File: config.mk
export PLATFORM = sky130hd
export DESIGN_NAME = rounded_euclidean_distance
export DESIGN_NICKNAME = d
export VERILOG_FILES = /design/src/hdl/red_pkg.sv /design/src/hdl/red_front.sv /design/src/hdl/red_cell.sv /design/src/hdl/rounded_euclidean_distance.sv
export SDC_FILE = /design/constraint.sdc
export NUM_CORES = 1
export LEC_CHECK = 0
export ABC_AREA = 0
export BUFFER_PORTS_ARGS = -buffer_cell sky130_fd_sc_hd__buf_2
export CAP_MARGIN = 10
export CORE_MARGIN = 2
export CORE_UTILIZATION = 58
export CTS_CLUSTER_DIAMETER = 120
export DETAILED_ROUTE_END_ITERATION = 10
export PLACE_DENSITY = 0.78
export SLEW_MARGIN = 20
export SYNTH_ARGS = -nofsm -noshare
export SYNTH_HDL_FRONTEND = slang
export SYNTH_HIERARCHICAL = 1
export SYNTH_SLANG_ARGS = --single-unit
export TNS_END_PERCENT = 100
File: constraint.sdc
create_clock -name clk -period 4 [get_ports clk]
set_input_delay 0.8 -clock clk [delete_from_list [all_inputs] [get_ports clk]]
set_output_delay 0.8 -clock clk [all_outputs]
set_load 0.03 [all_outputs]
File: src/hdl/red_pkg.sv
// Package: widths, the square-root cell payload type and pipeline latency.
`timescale 1ns / 1ps

package red_pkg;

    localparam int COORD_BITS = 8;
    localparam int SQ_BITS    = 2 * COORD_BITS + 1;
    localparam int DIST_BITS  = COORD_BITS + 1;

    // One cell per root bit; each cell consumes two radicand bits.
    localparam int NUM_CELLS  = DIST_BITS;
    localparam int RAD_BITS   = 2 * NUM_CELLS;
    localparam int REM_BITS   = DIST_BITS + 2;

    // Registers from the input transfer to the result strobe:
    // difference, square, sum, one per cell, rounding.
    localparam int LATENCY    = NUM_CELLS + 4;

    typedef logic [COORD_BITS-1:0] coord_t;
    typedef logic [SQ_BITS-1:0]    sq_t;
    typedef logic [DIST_BITS-1:0]  dist_t;

    typedef struct packed {
        logic [RAD_BITS-1:0] rad;   // radicand bits not yet consumed, top first
        logic [REM_BITS-1:0] rem;   // partial remainder
        dist_t               root;  // partial root
        sq_t                 sq;    // squared distance, carried to the output
    } red_data_t;

endpackage

File: src/hdl/red_front.sv
// Front end: absolute differences, squares and their sum, three register stages.
`timescale 1ns / 1ps

module red_front
    import red_pkg::*;
(
    input  logic      clk,
    input  logic      rst_n,
    input  logic      in_valid,
    input  coord_t    first_x,
    input  coord_t    first_y,
    input  coord_t    second_x,
    input  coord_t    second_y,
    output logic      out_valid,
    output red_data_t out_data
);

    logic                    diff_valid_reg;
    coord_t                  dx_reg, dx_next;
    coord_t                  dy_reg, dy_next;
    logic                    sqr_valid_reg;
    logic [2*COORD_BITS-1:0] sqx_reg, sqx_next;
    logic [2*COORD_BITS-1:0] sqy_reg, sqy_next;
    logic                    sum_valid_reg;
    sq_t                     sum_reg, sum_next;

    always_comb
    begin
        dx_next  = (first_x >= second_x) ? (first_x - second_x) : (second_x - first_x);
        dy_next  = (first_y >= second_y) ? (first_y - second_y) : (second_y - first_y);
        sqx_next = {{COORD_BITS{1'b0}}, dx_reg} * {{COORD_BITS{1'b0}}, dx_reg};
        sqy_next = {{COORD_BITS{1'b0}}, dy_reg} * {{COORD_BITS{1'b0}}, dy_reg};
        sum_next = {1'b0, sqx_reg} + {1'b0, sqy_reg};
    end

    always_ff @(posedge clk or negedge rst_n)
    begin
        if (!rst_n)
        begin
            diff_valid_reg <= 1'b0;
            sqr_valid_reg  <= 1'b0;
            sum_valid_reg  <= 1'b0;
        end
        else
        begin
            diff_valid_reg <= in_valid;
            sqr_valid_reg  <= diff_valid_reg;
            sum_valid_reg  <= sqr_valid_reg;
        end
    end

    always_ff @(posedge clk)
    begin
        dx_reg  <= dx_next;
        dy_reg  <= dy_next;
        sqx_reg <= sqx_next;
        sqy_reg <= sqy_next;
        sum_reg <= sum_next;
    end

    assign out_valid     = sum_valid_reg;
    assign out_data.rad  = {1'b0, sum_reg};
    assign out_data.rem  = '0;
    assign out_data.root = '0;
    assign out_data.sq   = sum_reg;

endmodule

File: src/hdl/red_cell.sv
// One square-root cell: resolves one root bit from two radicand bits.
`timescale 1ns / 1ps

module red_cell
    import red_pkg::*;
(
    input  logic      clk,
    input  logic      rst_n,
    input  logic      in_valid,
    input  red_data_t in_data,
    output logic      out_valid,
    output red_data_t out_data
);

    logic                valid_reg;
    red_data_t           data_reg, data_next;
    logic [REM_BITS-1:0] work;
    logic [REM_BITS-1:0] trial;
    logic                fits;

    always_comb
    begin
        // Shift two new radicand bits into the remainder, try root*4+1.
        work  = {in_data.rem[REM_BITS-3:0], in_data.rad[RAD_BITS-1 -: 2]};
        trial = {in_data.root, 2'b01};
        fits  = (work >= trial);

        data_next.rad  = {in_data.rad[RAD_BITS-3:0], 2'b00};
        data_next.rem  = fits ? (work - trial) : work;
        data_next.root = {in_data.root[DIST_BITS-2:0], fits};
        data_next.sq   = in_data.sq;
    end

    always_ff @(posedge clk or negedge rst_n)
    begin
        if (!rst_n)
        begin
            valid_reg <= 1'b0;
        end
        else
        begin
            valid_reg <= in_valid;
        end
    end

    always_ff @(posedge clk)
    begin
        data_reg <= data_next;
    end

    assign out_valid = valid_reg;
    assign out_data  = data_reg;

endmodule

File: src/hdl/rounded_euclidean_distance.sv
// Top level: rounded Euclidean distance between two points, fully pipelined.
//
//   Channel  | Handshake            | Payload
//   ---------+----------------------+--------------------------------------------
//   command  | start / busy         | first_x, first_y, second_x, second_y
//   result   | done (one-cycle)     | squared_distance, distance
//
// A transfer happens on each edge with start high and busy low; busy is
// always low, so a new pair may enter every cycle. After its transfer, each
// result passes through three front stages, one register per root bit in the
// cell chain, and a rounding register. Reset clears only the valid bits. The
// receiver cannot stall, so nothing in the pipeline ever holds.
`timescale 1ns / 1ps

module rounded_euclidean_distance
    import red_pkg::*;
(
    input  logic   clk,
    input  logic   rst_n,
    input  logic   start,
    output logic   busy,
    input  coord_t first_x,
    input  coord_t first_y,
    input  coord_t second_x,
    input  coord_t second_y,
    output logic   done,
    output sq_t    squared_distance,
    output dist_t  distance
);

    // Chain links: link 0 is the front end output, link k the output of cell k-1.
    logic      link_valid [NUM_CELLS+1];
    red_data_t link_data  [NUM_CELLS+1];

    logic      done_reg;
    sq_t       sq_reg;
    dist_t     dist_reg, dist_next;
    red_data_t last;
    logic      round_up;

    // Fixed-latency pipeline: never refuse a command.
    assign busy = 1'b0;

    red_front u_front (
        .clk       (clk),
        .rst_n     (rst_n),
        .in_valid  (start),
        .first_x   (first_x),
        .first_y   (first_y),
        .second_x  (second_x),
        .second_y  (second_y),
        .out_valid (link_valid[0]),
        .out_data  (link_data[0])
    );

    // Restoring square-root chain: cell k resolves root bit NUM_CELLS-1-k.
    for (genvar k = 0; k < NUM_CELLS; k++)
    begin : g_cell
        red_cell u_cell (
            .clk       (clk),
            .rst_n     (rst_n),
            .in_valid  (link_valid[k]),
            .in_data   (link_data[k]),
            .out_valid (link_valid[k+1]),
            .out_data  (link_data[k+1])
        );
    end

    // Rounding: with floor root r and remainder d - r*r, the nearest integer
    // is r+1 exactly when the remainder exceeds r (halfway cannot occur).
    always_comb
    begin
        last      = link_data[NUM_CELLS];
        round_up  = (last.rem > {2'b00, last.root});
        dist_next = last.root + {{(DIST_BITS-1){1'b0}}, round_up};
    end

    always_ff @(posedge clk or negedge rst_n)
    begin
        if (!rst_n)
        begin
            done_reg <= 1'b0;
        end
        else
        begin
            done_reg <= link_valid[NUM_CELLS];
        end
    end

    always_ff @(posedge clk)
    begin
        sq_reg   <= last.sq;
        dist_reg <= dist_next;
    end

    assign done             = done_reg;
    assign squared_distance = sq_reg;
    assign distance         = dist_reg;

`ifndef SYNTHESIS
    localparam int CHK_BITS = 2 * DIST_BITS + 2;

    logic [CHK_BITS-1:0] chk_i;
    logic [CHK_BITS-1:0] chk_ii;
    logic [CHK_BITS-1:0] chk_d;

    assign chk_i  = {{(CHK_BITS-DIST_BITS){1'b0}}, distance};
    assign chk_ii = chk_i * chk_i;
    assign chk_d  = {{(CHK_BITS-SQ_BITS){1'b0}}, squared_distance};

    // Every transfer yields its result after the fixed latency.
    a_result_follows: assert property (@(posedge clk) disable iff (!rst_n)
        start && !busy |-> ##LATENCY done)
        else $error("result strobe missing after command transfer");

    // No result without a transfer the fixed latency earlier.
    a_no_spurious: assert property (@(posedge clk) disable iff (!rst_n)
        !start |-> ##LATENCY !done)
        else $error("result strobe without a command transfer");

    // The rounded root lies within half a step: |d - i*i| <= i.
    a_nearest: assert property (@(posedge clk) disable iff (!rst_n)
        done |-> (chk_d <= chk_ii + chk_i) && (chk_d + chk_i >= chk_ii))
        else $error("distance is not the nearest integer root");
`endif

endmodule
==> summary.txt, run 1 <==
Status
  • Status: complete, but fails checks
  • Failing checks: negative setup slack

Yosys
  • Avg Inst Size Synth: 10.9 um2
  • Post-synthesis cell count: 1964
  • Mapped cell area: 21500 um2
  • YS warnings: 6

Timing
  • Final Critical Period: 4000 ps
  • Unrepaired setup endpoints after global routing: true
  • Fin. Hold Viols: 0
  • Setup slack after layout: -1.31 ps
  • Fin crit share: 1.00
  • Max frequency: 0.250 GHz
  • Skew final: 15.7 ps
  • Final Setup Violations: 1
  • Max-slew violations: 0

Final layout
  • Fillers: 2704
  • Commonest non-fill, non-tap cell in the layout: dfxtp_1
  • Nets@finish: 2379
  • Layout Utilization: 0.659
  • Most frequent cells in the layout: dfxtp_1, inv_1, ha_1
  • Antenna Cells: 0
  • Max reg flops: 389
  • Share of cells above drive strength 1: 0.219
  • Synth-to-Final Area Change: 12.0%

Floorplanning
  • Vert. Die Dim: 197 um
  • Die ar.: 38600 um2
  • # IOs: 63
  • Initial Util: 0.589
  • Die X: 197 um
  • Site row count: 70
  • Core region area: 36500 um2

Worst setup path
  • WP data arrival: 4470 ps
  • Worst reg2reg endpoint: u_front/sqx_reg[13]
  • Largest delay share family, worst path: adder cells
  • CP max FO: 6
  • FF-to-FF path depth: 14
  • RR Startpoint: u_front/dx_reg[2]
  • Setup crit start kind: register
  • CP max stage delay: 580 ps
  • Worst-path cell chain: and2_1 > ha_1 > or2_2 > fa_1 > fa_1 > fa_1 > ha_4 > a21oi_1 > nor2b_4 > nor4b_4 > buf_4 > o21bai_4 > a21oi_2 > xnor2_1
  • Critical path class: reg -> reg
  • Crit path top cell by count: fa_1
  • Crit. End Element: register
  • WP data required: 4470 ps
  • FF-to-FF setup slack: -1 ps
  • CP bufs+invs: 1
  • CP max stage cell: fa_1
  • Worst Setup SP: u_front/dx_reg[2]

Route
  • DR vias/cell: 5.06
  • 1st-pass router iterations: 5
  • Via Count: 13.0k
  • Overall routed net length: 34.2 mm
  • Antenna viol nets, final: 0
  • DRC violations left: 0
  • Routed len/inst: 13.3 um
  • Iteration-0 DRC Markers: 419

Clocking
  • Clock transition at path regs: 60 ps
  • Skew-Pair Late Insertion Delay: 550 ps
  • Hold Buf Count CTS: 0
  • CTS root buf: clkbuf_16
  • CTS tree: done
  • H-Tree Depth: 2
  • Clk sinks: 491
  • Clock Tree Buf Depth: 3
  • CTS buffer count: 46

GRT
  • Total track usage: 0.178
  • Global-route wire length before repair: 57.5 mm
  • Largest net degree at the start of global routing: 21
  • Grt ovf: 0
  • Antenna violations before repair: 0
  • Vias in the first global route: 13.1k

Run
  • Max_cap viols: 0

Hold path
  • Worst min-delay path class: in -> async

Placement
  • Port Buffer Count: 61
  • Placer Congestion: 0.848
  • Hpwl dp: 25.9 mm
-- worst max-delay path by stage --
stage | endpoint | slack, ps | cells after the start
after floorplan | u_front/sqx_reg[15] | 20 | 14
after global placement | u_front/sqx_reg[15] | -10 | 14
after detailed placement | u_front/sqx_reg[15] | -200 | 13
after CTS | u_front/sqx_reg[15] | -4 | 13
after global routing | u_front/sqx_reg[13] | -130 | 14
final | u_front/sqx_reg[13] | -1 | 14
-- through the flow --
stage / TNS (ps) / cell area, um2 / instances / hold slack (ps) / setup WS (ps)
global route: -352 / 24100 / 2575 / 128 / -135
CTS: -3.93 / 23800 / 2567 / 103 / -3.93
floorplan: 0 / 21600 / 1982 / 310 / 21.0
finish: -1.31 / 24100 / 2575 / 122 / -1.31
detailed placement: -461 / 22100 / 2480 / 312 / -196
global placement: -14.6 / 22100 / 2480 / 310 / -14.6
-- layout make-up --
type / count / area (um2) / share of cell area
tap: 468 / 586 / 0.0243
inverter: 268 / 1010 / 0.0418
sequential: 491 / 9930 / 0.412
clock buffer: 59 / 1290 / 0.0536
multi-input combinational: 1163 / 10400 / 0.430
timing repair buffer: 105 / 643 / 0.0267
clock inverter: 21 / 272 / 0.0113
-- routing by layer --
layer | global-route usage | wire, um
met3 | 0.0291 | 1110
met5 | 0 | 0
met1 | 0.202 | 14400
met2 | 0.334 | 17500
met4 | 0.0673 | 1150
-- worst reg2reg max path, delay by kind of cell (launching register included) --
family / cells / cell delay, ps
DFF: 1 / 360
xor gates and xnor gates: 1 / 120
and+or+nand+nor: 4 / 830
buffers and inverters: 1 / 170
adders and majority gates: 5 / 1970
AOI/OAI and AO/OA: 3 / 470
-- timing repair --
item,in CTS,in global routing
pin swaps,10,37
setup buffers,7,8
gates resized for setup,23,62
setup endpoints to repair,6,10
Power of run 1 is left out: the tool's default activity adds up to more than one toggle a clock period on the data nets, which glitch-free logic cannot reach.
==> run 2, diff against run 1 <==
Settings changed: TNS_END_PERCENT 100 to 1.
==> summary.txt, run 2 (synthesis results as in run 1) <==
Worst setup path
  • CP max stage delay: 560 ps (was 580 ps)
  • CP bufs+invs: 1 (unchanged)
  • Worst reg2reg endpoint: u_front/sqx_reg[13] (unchanged)
  • WP data required: 4470 ps (about the same)
  • Crit path top cell by count: fa_1 (unchanged)
  • CP Capture Point: u_front/sqx_reg[13] (unchanged)
  • FF-to-FF setup slack: 50 ps (was -1 ps)
  • FF-to-FF path depth: 14 (unchanged)
  • Critical path class: reg -> reg (unchanged)
  • Worst-path cell chain: and2_1 > ha_1 > or2_2 > fa_1 > fa_1 > fa_1 > ha_4 > a21oi_1 > nor2b_4 > nor4b_4 > buf_4 > o21bai_4 > a21oi_2 > xnor2_1 (unchanged)
  • Crit path depth: 14 (unchanged)
  • Worst Setup SP: u_front/dx_reg[2] (unchanged)
  • Crit. End Element: register (unchanged)
  • Setup crit start kind: register (unchanged)
  • CP max FO: 6 (unchanged)
  • CP max stage cell: fa_1 (unchanged)
  • Largest delay share family, worst path: adder cells (unchanged)
  • RR Startpoint: u_front/dx_reg[2] (unchanged)
  • WP data arrival: 4410 ps (was 4470 ps)

Route
  • Via Count: 13.0k (about the same)
  • Routed len/inst: 13.2 um (was 13.3 um)
  • DR vias/cell: 5.05 (was 5.06)
  • Overall routed net length: 34.0 mm (was 34.2 mm)
  • Iteration-0 DRC Markers: 458 (was 419)
  • 1st-pass router iterations: 4 (was 5)
  • DRC violations left: 0 (unchanged)
  • Antenna viol nets, final: 0 (unchanged)

Timing
  • Fin. Hold Viols: 0 (unchanged)
  • Unrepaired setup endpoints after global routing: true (unchanged)
  • Max-slew violations: 0 (unchanged)
  • Final Critical Period: 3950 ps (was 4000 ps)
  • Setup slack after layout: 53.6 ps (was -1.31 ps)
  • Max frequency: 0.253 GHz (was 0.250 GHz)
  • Fin crit share: 0.987 (was 1.00)
  • Skew final: 15.8 ps (was 15.7 ps)
  • Final Setup Violations: 0 (was 1)

Final layout
  • Nets@finish: 2371 (was 2379)
  • Layout Utilization: 0.657 (was 0.659)
  • Seq. cell area: 9930 um2 (unchanged)
  • Synth-to-Final Area Change: 11.7% (was 12.0%)
  • Antenna Cells: 0 (unchanged)
  • Commonest non-fill, non-tap cell in the layout: dfxtp_1 (unchanged)
  • Fillers: 2713 (was 2704)
  • Share of cells above drive strength 1: 0.213 (was 0.219)
  • Max reg flops: 389 (unchanged)
  • Area occupied by multi-input gates: 10300 um2 (was 10400 um2)
  • Most frequent cells in the layout: dfxtp_1, inv_1, ha_1 (unchanged)

Floorplanning
  • Die ar.: 38600 um2 (unchanged)
  • Site row count: 70 (unchanged)
  • # IOs: 63 (unchanged)
  • Core region area: 36500 um2 (unchanged)
  • Die X: 197 um (unchanged)
  • Initial Util: 0.589 (unchanged)
  • Vert. Die Dim: 197 um (unchanged)

GRT
  • Grt ovf: 0 (unchanged)
  • Antenna violations before repair: 0 (unchanged)
  • Vias in the first global route: 13.1k (about the same)
  • Total track usage: 0.178 (about the same)
  • Largest net degree at the start of global routing: 21 (unchanged)
  • Global-route wire length before repair: 57.4 mm (was 57.5 mm)

Clocking
  • CTS buffer count: 46 (unchanged)
  • CTS root buf: clkbuf_16 (unchanged)
  • CTS tree: done (unchanged)
  • Skew-Pair Late Insertion Delay: 550 ps (about the same)
  • Clk sinks: 491 (unchanged)
  • Hold Buf Count CTS: 0 (unchanged)
  • Clock Tree Buf Depth: 3 (unchanged)
  • Clock transition at path regs: 60 ps (about the same)
  • H-Tree Depth: 2 (unchanged)

Run
  • Max_cap viols: 0 (unchanged)

Hold path
  • Worst min-delay path class: in -> async (unchanged)

Placement
  • Port Buffer Count: 61 (unchanged)
  • Post-place setup slack: -196 ps (unchanged)
  • Hpwl dp: 25.9 mm (unchanged)
  • Placer Congestion: 0.848 (unchanged)

Status
  • Status: finished clean (was complete, but fails checks)
run 2: changes by cell type in the layout (fill, tap and decap cells not counted), sizes merged:
cell and change:
buf -8
run 2: worst reg2reg max path: stages (launching register included):
cell and delay, ps:
dfxtp_4 360, and2_1 200, ha_1 180, or2_2 300, fa_1 480, fa_1 570
fa_1 450, ha_4 270, a21oi_1 240, nor2b_4 80, nor4b_4 240, buf_4 170
o21bai_4 60, a21oi_2 150, xnor2_1 130
run 2: layout make-up:
cell class / count / area share
Tap cell: 468 / 0.0244
Inverter: 268 / 0.0419
Sequential cell: 491 / 0.414
Clock buffer: 59 / 0.0537
Multi-Input combinational cell: 1163 / 0.431
Clock inverter: 21 / 0.0113
Timing Repair Buffer: 97 / 0.0241
run 2: routing by layer:
| metal | track usage | routed length (um) |
|---|---|---|
| met4 | 0.0673 | 1140 |
| met3 | 0.0291 | 1060 |
| met2 | 0.334 | 17400 |
| met1 | 0.201 | 14300 |
| met5 | 0 | 0 |
run 2: what timing repair did:
item / 4_1_cts / 5_1_grt
endpoints found under the setup margin: 6 / 10
buffers inserted: 1 / 6
resized for setup: 17 / 59
pin swaps: 9 / 29
run 2: per-stage QoR:
step,std cells,instance area (um2),TNS (ps),hold WS (ps)
finish,2567,24000,0,121
global route,2567,24000,-406,128
CTS,2561,23700,-21.6,103
detailed placement,2480,22100,-461,312
global placement,2480,22100,-14.6,310
floorplan,1982,21600,0,310
run 2: worst min path at each step:
| stage | from | endpoint | slack, ps |
|---|---|---|---|
| after CTS | rst_n | done | 100 |
| after global placement | g_cell[5].u_cell/out_data[15] | g_cell[6].u_cell/out_data[15] | 310 |
| final | rst_n | g_cell[8].u_cell/out_valid | 120 |
| after global routing | rst_n | done | 130 |
| after detailed placement | g_cell[0].u_cell/out_data[42] | g_cell[1].u_cell/out_data[44] | 310 |
| after floorplan | g_cell[0].u_cell/out_data[0] | g_cell[1].u_cell/out_data[0] | 310 |
Power of run 2 is left out for the same reason.
